===== src/jfp_pkg.sv =====
package jfp_pkg;

  localparam int unsigned MAX_FUSE_COUNT = 65536;
  localparam int unsigned LIMIT_CAP_INT =
    (MAX_FUSE_COUNT < 65536) ? MAX_FUSE_COUNT : 65536;
  localparam logic [16:0] LIMIT_CAP = LIMIT_CAP_INT[16:0];
  localparam logic [16:0] FUSE_LIMIT_RST = 17'h10000;
  localparam logic [16:0] ADDR_SAT = 17'h1FFFF;

  localparam logic [7:0] CHAR_L    = 8'h4C;
  localparam logic [7:0] CHAR_ZERO = 8'h30;
  localparam logic [7:0] CHAR_ONE  = 8'h31;
  localparam logic [7:0] CHAR_NINE = 8'h39;
  localparam logic [7:0] CHAR_NUL  = 8'h00;

  // Register indexes of the configuration port.
  localparam logic REG_FUSE_LIMIT = 1'b0;

  typedef struct packed {
    logic [15:0] fuse_address;
    logic        fuse_value;
    logic        is_summary;
    logic [16:0] fuse_count;
    logic        run_end;
  } jfp_res_t;

  typedef struct packed {
    logic [1:0] count;
    jfp_res_t   first;
    jfp_res_t   second;
  } jfp_push_t;

  function automatic logic is_letter(input logic [7:0] b);
    return (b >= 8'h41 && b <= 8'h5A) || (b >= 8'h61 && b <= 8'h7A);
  endfunction

  function automatic logic is_white(input logic [7:0] b);
    return (b == 8'h20) || (b >= 8'h09 && b <= 8'h0D);
  endfunction

  function automatic logic is_gap(input logic [7:0] b);
    return (b >= 8'h01 && b <= 8'h20) || (b == 8'h7F);
  endfunction

  function automatic logic is_digit(input logic [7:0] b);
    return (b >= CHAR_ZERO) && (b <= CHAR_NINE);
  endfunction

endpackage


===== src/jfp_in_if.sv =====
interface jfp_in_if;
  logic       valid;
  logic       ready;
  logic [7:0] text_byte;
  logic       final_byte;

  modport source (output valid, output text_byte, output final_byte, input ready);
  modport sink (input valid, input text_byte, input final_byte, output ready);
endinterface


===== src/jfp_out_if.sv =====
interface jfp_out_if;
  logic        valid;
  logic        ready;
  logic [15:0] fuse_address;
  logic        fuse_value;
  logic        is_summary;
  logic [16:0] fuse_count;
  logic        run_end;

  modport source (output valid, output fuse_address, output fuse_value,
                  output is_summary, output fuse_count, output run_end, input ready);
  modport sink (input valid, input fuse_address, input fuse_value,
                input is_summary, input fuse_count, input run_end, output ready);
endinterface


===== src/jfp_scan.sv =====
module jfp_scan (
  input  logic               clk,
  input  logic               rst_n,
  input  logic               accept,
  input  logic [7:0]         text_byte,
  input  logic               final_byte,
  input  logic [16:0]        fuse_limit,
  output jfp_pkg::jfp_push_t push
);
  import jfp_pkg::*;

  localparam logic [2:0] PH_SEARCH    = 3'd0;
  localparam logic [2:0] PH_AFTER_L   = 3'd1;
  localparam logic [2:0] PH_ADDR      = 3'd2;
  localparam logic [2:0] PH_GAP_FIRST = 3'd3;
  localparam logic [2:0] PH_GAP_NEXT  = 3'd4;

  logic [2:0]  phase_r, phase_nxt;
  logic        prev_letter_r, prev_letter_nxt;
  logic [16:0] addr_r, addr_nxt;
  logic [16:0] high_r, high_nxt;
  logic        ended_r, ended_nxt;

  logic [16:0] eff_limit;
  logic [20:0] addr_mul;
  logic [16:0] addr_inc;
  logic        rescan;
  logic        wr;
  jfp_res_t    wr_res;
  jfp_res_t    sum_res;

  assign eff_limit = (fuse_limit > LIMIT_CAP) ? LIMIT_CAP : fuse_limit;
  // Address times ten plus the new digit, as two shifted adds.
  assign addr_mul = {1'b0, addr_r, 3'b000} + {3'b000, addr_r, 1'b0}
                  + {17'd0, text_byte[3:0]};
  assign addr_inc = addr_r + 17'd1;

  always_comb begin
    phase_nxt       = phase_r;
    prev_letter_nxt = prev_letter_r;
    addr_nxt        = addr_r;
    high_nxt        = high_r;
    ended_nxt       = ended_r;
    rescan          = 1'b0;
    wr              = 1'b0;
    if (!ended_r) begin
      if (text_byte == CHAR_NUL) begin
        ended_nxt = 1'b1;
        phase_nxt = PH_SEARCH;
      end else begin
        case (phase_r)
          PH_AFTER_L: begin
            if (is_digit(text_byte)) begin
              addr_nxt  = {13'd0, text_byte[3:0]};
              phase_nxt = PH_ADDR;
            end else if (!is_white(text_byte)) begin
              rescan = 1'b1;
            end
          end
          PH_ADDR: begin
            if (is_digit(text_byte)) begin
              addr_nxt = (addr_mul > {4'd0, ADDR_SAT}) ? ADDR_SAT : addr_mul[16:0];
            end else if (is_white(text_byte)) begin
              phase_nxt = PH_GAP_FIRST;
            end else begin
              rescan = 1'b1;
            end
          end
          PH_GAP_FIRST, PH_GAP_NEXT: begin
            if (text_byte == CHAR_ZERO || text_byte == CHAR_ONE) begin
              if (addr_r < eff_limit) begin
                wr        = 1'b1;
                addr_nxt  = addr_inc;
                high_nxt  = (addr_inc > high_r) ? addr_inc : high_r;
                phase_nxt = PH_GAP_NEXT;
              end else begin
                rescan = 1'b1;
              end
            end else if (phase_r == PH_GAP_FIRST ? !is_white(text_byte)
                                                 : !is_gap(text_byte)) begin
              rescan = 1'b1;
            end
          end
          default: begin
            rescan = 1'b1;
          end
        endcase
        // A byte that ends a field is looked at again as ordinary text.
        if (rescan) begin
          phase_nxt = (text_byte == CHAR_L && !prev_letter_r) ? PH_AFTER_L : PH_SEARCH;
        end
        prev_letter_nxt = is_letter(text_byte);
      end
    end
  end

  always_comb begin
    wr_res              = '0;
    wr_res.fuse_address = addr_r[15:0];
    wr_res.fuse_value   = text_byte[0];
    wr_res.run_end      = !final_byte;
    sum_res             = '0;
    sum_res.is_summary  = 1'b1;
    sum_res.fuse_count  = high_nxt;
    sum_res.run_end     = 1'b1;

    push        = '0;
    push.first  = wr ? wr_res : sum_res;
    push.second = sum_res;
    if (accept) begin
      push.count = {1'b0, wr} + {1'b0, final_byte};
    end
  end

  always_ff @(posedge clk) begin
    if (!rst_n) begin
      phase_r       <= PH_SEARCH;
      prev_letter_r <= 1'b0;
      addr_r        <= '0;
      high_r        <= '0;
      ended_r       <= 1'b0;
    end else if (accept) begin
      if (final_byte) begin
        // The next byte starts a new file.
        phase_r       <= PH_SEARCH;
        prev_letter_r <= 1'b0;
        addr_r        <= '0;
        high_r        <= '0;
        ended_r       <= 1'b0;
      end else begin
        phase_r       <= phase_nxt;
        prev_letter_r <= prev_letter_nxt;
        addr_r        <= addr_nxt;
        high_r        <= high_nxt;
        ended_r       <= ended_nxt;
      end
    end
  end

endmodule


===== src/jfp_res_q.sv =====
module jfp_res_q (
  input  logic               clk,
  input  logic               rst_n,
  input  jfp_pkg::jfp_push_t push,
  input  logic               pop,
  output logic               has_room,
  output logic               not_empty,
  output jfp_pkg::jfp_res_t  head
);
  import jfp_pkg::*;

  jfp_res_t   mem_r [4];
  logic [1:0] wr_ptr_r, wr_ptr_nxt;
  logic [1:0] rd_ptr_r, rd_ptr_nxt;
  logic [2:0] count_r, count_nxt;
  logic       do_pop;

  // Room is kept for the two results that one item can cause.
  assign has_room   = (count_r <= 3'd2);
  assign not_empty  = (count_r != 3'd0);
  assign head       = mem_r[rd_ptr_r];
  assign do_pop     = pop && not_empty;
  assign wr_ptr_nxt = wr_ptr_r + push.count;
  assign rd_ptr_nxt = rd_ptr_r + {1'b0, do_pop};
  assign count_nxt  = count_r + {1'b0, push.count} - {2'b00, do_pop};

  always_ff @(posedge clk) begin
    if (push.count != 2'd0) begin
      mem_r[wr_ptr_r] <= push.first;
    end
    if (push.count == 2'd2) begin
      mem_r[wr_ptr_r + 2'd1] <= push.second;
    end
  end

  always_ff @(posedge clk) begin
    if (!rst_n) begin
      wr_ptr_r <= '0;
      rd_ptr_r <= '0;
      count_r  <= '0;
    end else begin
      wr_ptr_r <= wr_ptr_nxt;
      rd_ptr_r <= rd_ptr_nxt;
      count_r  <= count_nxt;
    end
  end

endmodule


===== src/jedec_fuse_field_parser.sv =====
// Fuse field parser: takes the text of a fuse file one byte per item and
// gives one result item per fuse written by an L field, plus an end-of-file
// summary after the byte marked final_byte. A byte is accepted in every cycle
// while the four-entry result queue has room for two more results; results
// leave at one per cycle while the sink is ready, so the rate is one byte per
// cycle; a final byte that also writes a fuse gives two results. The scanner
// decides each byte in the cycle it is accepted. fuse_limit is written
// through the APB port at byte address 0 and may be changed only while idle.
module jedec_fuse_field_parser (
  input  logic        clk,
  input  logic        rst_n,
  jfp_in_if.sink      in_chan,
  jfp_out_if.source   out_chan,
  input  logic        cfg_psel,
  input  logic        cfg_penable,
  input  logic        cfg_pwrite,
  input  logic [2:0]  cfg_paddr,
  input  logic [31:0] cfg_pwdata,
  output logic [31:0] cfg_prdata,
  output logic        cfg_pready
);
  import jfp_pkg::*;

  logic [16:0] fuse_limit_r;
  logic        cfg_wr;
  logic        in_accept;
  logic        has_room;
  jfp_push_t   push;
  jfp_res_t    head;

  assign cfg_pready = 1'b1;
  assign cfg_wr     = cfg_psel && cfg_penable && cfg_pwrite;
  assign cfg_prdata = (cfg_paddr[2] == REG_FUSE_LIMIT) ? {15'd0, fuse_limit_r} : 32'd0;

  always_ff @(posedge clk) begin
    if (!rst_n) begin
      fuse_limit_r <= FUSE_LIMIT_RST;
    end else if (cfg_wr && cfg_paddr[2] == REG_FUSE_LIMIT) begin
      fuse_limit_r <= cfg_pwdata[16:0];
    end
  end

  assign in_chan.ready = has_room;
  assign in_accept     = in_chan.valid && has_room;

  jfp_scan u_scan (
    .clk        (clk),
    .rst_n      (rst_n),
    .accept     (in_accept),
    .text_byte  (in_chan.text_byte),
    .final_byte (in_chan.final_byte),
    .fuse_limit (fuse_limit_r),
    .push       (push)
  );

  jfp_res_q u_res_q (
    .clk       (clk),
    .rst_n     (rst_n),
    .push      (push),
    .pop       (out_chan.ready),
    .has_room  (has_room),
    .not_empty (out_chan.valid),
    .head      (head)
  );

  assign out_chan.fuse_address = head.fuse_address;
  assign out_chan.fuse_value   = head.fuse_value;
  assign out_chan.is_summary   = head.is_summary;
  assign out_chan.fuse_count   = head.fuse_count;
  assign out_chan.run_end      = head.run_end;

endmodule


===== src/flat_wrapper.sv =====
// flat-port wrapper written by rule: the top's interface ports become plain ports
module jedec_fuse_field_parser_flat import jfp_pkg::*;
  (clk, rst_n, cfg_psel, cfg_penable, cfg_pwrite, cfg_paddr, cfg_pwdata, cfg_prdata, cfg_pready, in_chan_valid, in_chan_text_byte, in_chan_final_byte, in_chan_ready, out_chan_valid, out_chan_fuse_address, out_chan_fuse_value, out_chan_is_summary, out_chan_fuse_count, out_chan_run_end, out_chan_ready);
  jfp_in_if in_chan_i ();
  jfp_out_if out_chan_i ();
  input  logic clk;
  input  logic rst_n;
  input  logic cfg_psel;
  input  logic cfg_penable;
  input  logic cfg_pwrite;
  input  logic [2:0] cfg_paddr;
  input  logic [31:0] cfg_pwdata;
  output logic [31:0] cfg_prdata;
  output logic cfg_pready;
  input wire logic [$bits(in_chan_i.valid)-1:0] in_chan_valid;
  input wire logic [$bits(in_chan_i.text_byte)-1:0] in_chan_text_byte;
  input wire logic [$bits(in_chan_i.final_byte)-1:0] in_chan_final_byte;
  output wire logic [$bits(in_chan_i.ready)-1:0] in_chan_ready;
  output wire logic [$bits(out_chan_i.valid)-1:0] out_chan_valid;
  output wire logic [$bits(out_chan_i.fuse_address)-1:0] out_chan_fuse_address;
  output wire logic [$bits(out_chan_i.fuse_value)-1:0] out_chan_fuse_value;
  output wire logic [$bits(out_chan_i.is_summary)-1:0] out_chan_is_summary;
  output wire logic [$bits(out_chan_i.fuse_count)-1:0] out_chan_fuse_count;
  output wire logic [$bits(out_chan_i.run_end)-1:0] out_chan_run_end;
  input wire logic [$bits(out_chan_i.ready)-1:0] out_chan_ready;
  assign in_chan_i.valid = in_chan_valid;
  assign in_chan_i.text_byte = in_chan_text_byte;
  assign in_chan_i.final_byte = in_chan_final_byte;
  assign in_chan_ready = in_chan_i.ready;
  assign out_chan_valid = out_chan_i.valid;
  assign out_chan_fuse_address = out_chan_i.fuse_address;
  assign out_chan_fuse_value = out_chan_i.fuse_value;
  assign out_chan_is_summary = out_chan_i.is_summary;
  assign out_chan_fuse_count = out_chan_i.fuse_count;
  assign out_chan_run_end = out_chan_i.run_end;
  assign out_chan_i.ready = out_chan_ready;
  jedec_fuse_field_parser u_core (.clk(clk), .rst_n(rst_n), .in_chan(in_chan_i), .out_chan(out_chan_i), .cfg_psel(cfg_psel), .cfg_penable(cfg_penable), .cfg_pwrite(cfg_pwrite), .cfg_paddr(cfg_paddr), .cfg_pwdata(cfg_pwdata), .cfg_prdata(cfg_prdata), .cfg_pready(cfg_pready));
endmodule

===== config.mk =====
export PLATFORM = sky130hd
export DESIGN_NAME = jedec_fuse_field_parser_flat
export DESIGN_NICKNAME = d
export VERILOG_FILES = /design/src/jfp_pkg.sv /design/src/jfp_in_if.sv /design/src/jfp_out_if.sv /design/src/jfp_scan.sv /design/src/jfp_res_q.sv /design/src/jedec_fuse_field_parser.sv /design/src/flat_wrapper.sv
export SDC_FILE = /design/constraint.sdc
export NUM_CORES = 1
export LEC_CHECK = 0
export ABC_CLOCK_PERIOD_IN_PS = 5600
export BUFFER_PORTS_ARGS = -buffer_cell sky130_fd_sc_hd__buf_2
export CAP_MARGIN = 30
export CORE_ASPECT_RATIO = 1.25
export CORE_UTILIZATION = 60
export DETAILED_ROUTE_END_ITERATION = 12
export GPL_ROUTABILITY_DRIVEN = 0
export PLACE_DENSITY = 0.91
export SETUP_SLACK_MARGIN = 0.02
export SYNTH_ARGS = -nofsm -noshare
export SYNTH_HDL_FRONTEND = slang
export SYNTH_SLANG_ARGS = --single-unit

===== constraint.sdc =====
create_clock -name clk -period 5.6 [get_ports clk]
set_input_delay 0.56 -clock clk [delete_from_list [all_inputs] [get_ports clk]]
set_output_delay 0.56 -clock clk [all_outputs]
set_load 0.03 [all_outputs]

; After elaboration in Yosys (flattened, before gate mapping)
; Memories as Yosys holds them, arrays and structs flattened. A register that Yosys moved wholly into a read port is not among the register bits.
; Cells that the tools add are included.
[word_totals]
reg_bits = 63
output_inout_bits = 71
in_bits = 51
ram_bits = 144
memories = 1
elab_cells = 141
[classes]
add_sub_neg = 9
mux = 56
n_reduce_logical = 29
n_lt_le_gt_ge = 15
bitwise_logic = 1
n_eq_ne = 21
[memory_table]
columns = name, words, width, rd, rd_clocked_by_memory_dff, wr, line_no
row1 = u_core.u_res_q.mem_r, 4, 36, 1, 1, 2, jfp_res_q.sv:12  ; jfp_res_t mem_r [4];
[ops]
columns = cell, n
row1 = two-way mux 17 bit, 17
row2 = one-hot mux 17 bit (3 select lines), 1
row3 = two-way mux 36 bit, 1
row4 = two-way mux 3 bit, 9
row5 = != test 5 bit (second input constant), 5
row6 = == test 8 x 6 -> 1 bit (second input constant), 3
row7 = two-way mux 1 bit, 24
row8 = adder 20 x 18 -> 21 bit, 1
row9 = adder 21 x 4 -> 21 bit, 1
row10 = > comparator 21 x 17 -> 1 bit (second input constant), 1
row11 = adder 17 x 1 -> 17 bit (second input constant), 1
row12 = > comparator 17 bit, 1
row13 = > comparator 17 bit (second input constant), 1
row14 = less-than comparator 17 bit, 1
row15 = == test 8 x 7 -> 1 bit (second input constant), 2
row16 = greater-or-equal comparator 8 x 7 -> 1 bit (second input constant), 2
row17 = <= comparator 8 x 6 -> 1 bit (second input constant), 2
row18 = <= comparator 8 x 7 -> 1 bit (second input constant), 2
row19 = AND reduction 8 bit, 2
row20 = != test 3 bit (second input constant), 4
row21 = logical AND 1 bit, 11
row22 = one-hot mux 3 bit (3 select lines), 1
row23 = greater-or-equal comparator 8 x 1 -> 1 bit (second input constant), 1
row24 = greater-or-equal comparator 8 x 4 -> 1 bit (second input constant), 1
row25 = other kinds (26), 36

; Depth between registers and ports, before layout
[depth]
word_depth = 14
depth_mapped = 21
ltp_nobuf = 17

; Modules after synthesis
; Synthesis repeated with hierarchy kept, for this count alone.
[unflattened]
hier_cells = 1176
area_unflattened_um2 = 13216.4
[modules_own_cells]
columns = module, cells_per_inst, area_each_um2, seq_area_each_um2, instances
row1 = jfp_res_q, 397, 7404.6, 4464.3, 1
row2 = jfp_scan, 667, 4850.9, 780.7, 1
row3 = jedec_fuse_field_parser, 112, 960.9, 340.3, 1

; Least setup slack after synthesis
; OpenSTA, ideal clock, no wires.
[synth_timing]
path_kind = register -> register
from = reg u_core.fuse_limit_r[2]
to = mem u_core.u_res_q.mem_r[3][16] (netlist name) (data pin)
path_stages_with_launch = 21
setup_ns = 0.140
setup_slack_ns = 0.634
arrival_ns = 4.826
period_less_slack_ns = 4.966
path_buffers = 3
t_required_ns = 5.460
cell_sequence = dfxtp_1 -> nor4_1 -> a41o_1 -> clkbuf_1 -> nand2_1 -> ha_1 -> a21o_1 -> a21o_1 -> a221o_1 -> a211o_1 -> or4_1 -> inv_1 -> ha_1 -> clkbuf_1 -> nand2b_1 -> a21oi_1 -> nand2_1 -> inv_1 -> nand2_1 -> clkbuf_1 -> nor2_1
[synth_lines]
columns = element, line_no
row1 = from (decl), jedec_fuse_field_parser.sv:24  ; logic [16:0] fuse_limit_r;
row2 = from (signal assigned), jedec_fuse_field_parser.sv:39  ; fuse_limit_r <= cfg_pwdata[16:0];
row3 = to (decl), jfp_res_q.sv:12

; Worst setup path after layout
[layout_timing]
from = reg u_core.fuse_limit_r[10]
to = reg u_core.u_res_q.count_r[2]
[layout_between]
elab_chain_cells = 12
[layout_rtl]
columns = element, line_no
row1 = > comparator 17 bit, jfp_scan.sv:32  ; assign eff_limit = (fuse_limit > LIMIT_CAP) ? LIMIT_CAP : fuse_limit;
row2 = two-way mux 17 bit *, jfp_scan.sv:32
row3 = less-than comparator 17 bit *, jfp_scan.sv:71  ; if (addr_r < eff_limit) begin
row4 = two-way mux 1 bit *, jfp_scan.sv:71
row5 = two-way mux 1 bit *, jfp_scan.sv:70  ; if (text_byte == CHAR_ZERO || text_byte == CHAR_ONE) begin
row6 = two-way mux 1 bit *, jfp_scan.sv:51  ; case (phase_r)
row7 = two-way mux 1 bit *, jfp_scan.sv:47  ; if (text_byte == CHAR_NUL) begin
row8 = two-way mux 1 bit *, jfp_scan.sv:46  ; if (!ended_r) begin
row9 = adder 1 x 1 -> 2 bit *, jfp_scan.sv:111  ; push.count = {1'b0, wr} + {1'b0, final_byte};
row10 = two-way mux 2 bit *, jfp_scan.sv:110  ; if (accept) begin
row11 = adder 3 x 2 -> 3 bit *, jfp_res_q.sv:25  ; assign count_nxt = count_r + {1'b0, push.count} - {2'b00, do_pop};
row12 = subtractor 3 x 1 -> 3 bit *, jfp_res_q.sv:25
row13 = to (signal assigned), jfp_res_q.sv:44  ; count_r <= count_nxt;
row14 = to (decl), jfp_res_q.sv:15  ; logic [2:0] count_r, count_nxt;
; Every way passes the cells marked *; elsewhere a longest branch is shown, timed or not.
; A chain may end at the register's enable or synchronous reset.

==> metrics.md <==
| Metric | Value |
|---|---|
| Status | `completed` |
| CTS Buf Count | `21` |
| Final setup fails | `0` |
| Detail Placement HPWL | `19200 um` |
| Post-synth ARST share | `0%` |
| CP Max Fanout | `11` |
| Reg2Reg Setup Slack | `540 ps` |
| Critical Path AT | `5450 ps` |
| Xor and xnor fraction of the mapped netlist area | `2.50%` |
| Compound-Gate Fraction of Synth Area | `17.3%` |
| Rel. slew slack | `41.8%` |
| Met3 WL | `1530 um` |
| DR WL/cell | `19.2 um` |
| Port-buffer cells | `88` |
| Place WS | `549 ps` |
| Leakage | `5.15 nW` |
| CTS H-tree depth | `1` |
| DR pass1 iterations | `5` |
| First-pass GRT wire length | `46200 um` |
| Post-synth EDFFs | `68` |
| Main combinational cell family by area after synthesis | `compound AO/OA/AOI/OAI gates` |
| Post-route cell area | `12800 um^2` |
| Sequential Power Share | `43.0%` |
| Largest net degree at the start of global routing | `50` |
| CTS clk-pin slew, worst paths | `60 ps` |
| Worst vdd ir | `0.206 mV` |
| Worst slew pin tran | `873 ps` |
| Most frequent cells in the layout | `dfxtp_1 (138), nand2_1 (121), nor2_1 (107)` |
| Mapped cell area | `11500 um^2` |
| Postcts setup bufs | `0` |
| Placed cell count | `1428` |
| Clock sinks | `207` |
| Area Growth Syn to Fin | `11.1%` |
| Setup Skew | `14.9 ps` |
| Met2 routed WL | `14400 um` |
| R2R Path End | `u_core.u_res_q.count_r[2]` |
| Crit. Startpoint | `u_core.fuse_limit_r[10]` |
| Post-synthesis simple-gate area fraction | `15.1%` |
| Routed Antenna Nets | `0` |
| Comb pwr share | `18.3%` |
| Syn Inst Count | `1157` |
| Die Height | `157 um` |
| End of the critical path | `u_core.u_res_q.count_r[2]` |
| Core area | `18800 um^2` |
| Fmax | `198 MHz` |
| MaxCap Viol Count | `0` |
| Adder-cell area share of the yosys netlist | `8.22%` |
| GRT Resource Usage Total | `29.0%` |
| Switching share of total power | `27.6%` |
| Post-place instance area | `12100 um^2` |
| Int Power | `0.00275 W` |
| Synth warn | `0` |
| Power Dens Cells | `296 nW/um^2` |
| Hold Buf Count CTS | `0` |
| Vias in the first global route | `9295` |
| CP startpoint kind | `flop` |
| Synth Register Bits | `207` |
| Switching Power | `0.00105 W` |
| Final min period | `5060 ps` |
| PnR worst setup slack | `542 ps` |
| Initial antenna violation count | `0` |
| Setup TNS | `0 ps` |
| DRC viols | `0` |
| GR Overflow Total | `0` |
| Mux contribution to synthesized area | `9.56%` |
| Initial DRC Count | `771` |
| Kind of critical path | `flop to flop` |
| Placement Rows | `56` |
| RSZ-0062 raised after global routing | `false` |
| Die area | `19800 um^2` |
| DR top layer | `met4` |
| Metal1 wirelength | `10800 um` |
| Worst skew pair latency | `490 ps` |
| Final Slew Violations | `0` |
| Commonest non-fill, non-tap cell in the layout | `dfxtp_1` |
| Critical Path Sink Type | `flop` |
| CTS tree | `done` |
| Post-DR vias/cell | `6.33` |
| Final Non-Filler Cells | `1465` |
| Nets | `1344` |
| Clock power share | `38.7%` |
| Worst Reg-to-Reg Cells | `17` |
| Deepest clock path buffer count | `3` |
| Distinct cell type count after synthesis | `73` |
| Sequential share of the synthesized area | `41.8%` |
| I/O Pins | `122` |
| Post_cts resized | `0` |
| Chip width | `126 um` |
| Via count | `9271` |
| Synthesized area per cell | `9.97 um^2` |
| Worst endpoint required time | `5990 ps` |
| CTS Root Cell | `clkbuf_16` |
| Initial Utilization | `61.5%` |
| Final Hold Viols | `0` |
| Drt total wl | `28100 um` |
| Layout cells sized above 1 | `16.5%` |
| Main synth FF type | `dfxtp_1` |
| Fin crit share | `90.3%` |
| Antenna diodes | `0` |
| Worst R2R Start | `u_core.fuse_limit_r[10]` |
| Hold crit path type | `input port to flop` |
[synthesized netlist by cell type (7+ instances only)]
library cell | number | area, um^2
nand3_1 | 19 | 95.1
o22ai_1 | 18 | 113
a22oi_1 | 8 | 60.1
nand4_1 | 12 | 75.1
dfxtp_1 | 139 | 2780
nor2_1 | 107 | 402
nor2b_1 | 23 | 144
mux2i_1 | 9 | 90.1
nand2_1 | 121 | 454
o21ai_0 | 42 | 210
xor2_1 | 12 | 105
ha_1 | 71 | 888
clkbuf_1 | 56 | 210
xnor2_1 | 21 | 184
buf_4 | 16 | 120
inv_1 | 52 | 195
edfxtp_1 | 68 | 2040
o211ai_1 | 10 | 75.1
a21o_1 | 12 | 90.1
and2_1 | 7 | 43.8
a32oi_1 | 7 | 61.3
mux2i_4 | 9 | 203
buf_2 | 8 | 40.0
mux4_2 | 36 | 811
nor4_1 | 10 | 62.6
nand2b_1 | 10 | 62.6
a22o_1 | 70 | 613
nor3_1 | 19 | 95.1
a21boi_0 | 26 | 195
a21oi_1 | 39 | 195
and3_1 | 10 | 62.6
a211o_1 | 7 | 61.3
[worst max-delay path: stages (launching register included)]
cell	delay, ps
dfxtp_1	330
nor4_1	350
a41o_1	420
nand2_1	100
ha_1	300
a21o_1	160
a21o_1	170
a221o_1	290
a211o_1	350
or4_1	620
inv_1	100
ha_1	270
nand2_1	250
ha_1	390
fa_1	440
xor2_1	160
xnor2_1	120
and2_1	150
[cells by family (layout without fill, tap and decap cells)]
group	Yosys count	in the layout
and+or+nand+nor	368	368
AOI/OAI and AO/OA	278	278
DFF	207	207
buffers and inverters	141	203
adders and majority gates	74	74
muxes	54	54
xor gates and xnor gates	33	33
other	2	16
[metrics by stage]
step | hold WS [ps] | util (%) | total power (W)
2_1_floorplan | 418 | - | 0.00221
3_3_place_gp | 426 | 64.4 | 0.00235
3_5_place_dp | 443 | 64.4 | 0.00237
4_1_cts | 288 | 68.3 | 0.00382
5_1_grt | 329 | 68.3 | 0.00393
6_report | 294 | 68.3 | 0.00380
[routing by layer]
layer / global-route usage [%] / vias up
met1: 33.2 / 4468
met5: 0 / -
met3: 3.13 / 95
met2: 53.0 / 375
met4: 16.1 / 0
li1: - / 4333
[power groups by stage]
stage	Sequential, W	Combinational (W)	Clock [W]
after detailed placement	0.00167	0.000701	0
after global routing	0.00164	0.000753	0.00154
final	0.00163	0.000695	0.00147
after global placement	0.00166	0.000686	0
after CTS	0.00163	0.000703	0.00148
after floorplan	0.00165	0.000555	0
[registers in the layout, summed over array words and instances (netlist names), 2 cells and up]
name,cells
u_core.fuse_limit_r,17
u_core.u_res_q.count_r,3
u_core.u_res_q.mem_r,144
u_core.u_res_q.rd_ptr_r,2
u_core.u_res_q.wr_ptr_r,2
u_core.u_scan.addr_r,17
u_core.u_scan.high_r,17
u_core.u_scan.phase_r,3
[area by class of cell]
| cell class | instances | area, um^2 |
|---|---|---|
| multi-input combinational | 823 | 6140 |
| fill | 1391 | 5950 |
| timing repair buffer | 113 | 641 |
| sequential | 207 | 4830 |
| clock inverter | 10 | 139 |
| clock buffer | 27 | 593 |
| tap | 232 | 290 |
| inverter | 53 | 199 |
[worst min-delay path by stage]
stage / start / end / slack [ps] / depth (start not counted)
detailed placement: u_core.u_res_q.mem_r[2][18] / u_core.u_res_q.mem_r[2][18] / 440 / 2
floorplan: u_core.u_res_q.mem_r[2][18] / u_core.u_res_q.mem_r[2][18] / 420 / 2
CTS: cfg_pwdata[16] / u_core.fuse_limit_r[16] / 290 / 3
global route: cfg_pwdata[3] / u_core.fuse_limit_r[3] / 330 / 3
global placement: u_core.u_res_q.mem_r[2][18] / u_core.u_res_q.mem_r[2][18] / 430 / 2
finish: cfg_pwdata[16] / u_core.fuse_limit_r[16] / 290 / 3
Power figures use the tool's default switching activity.
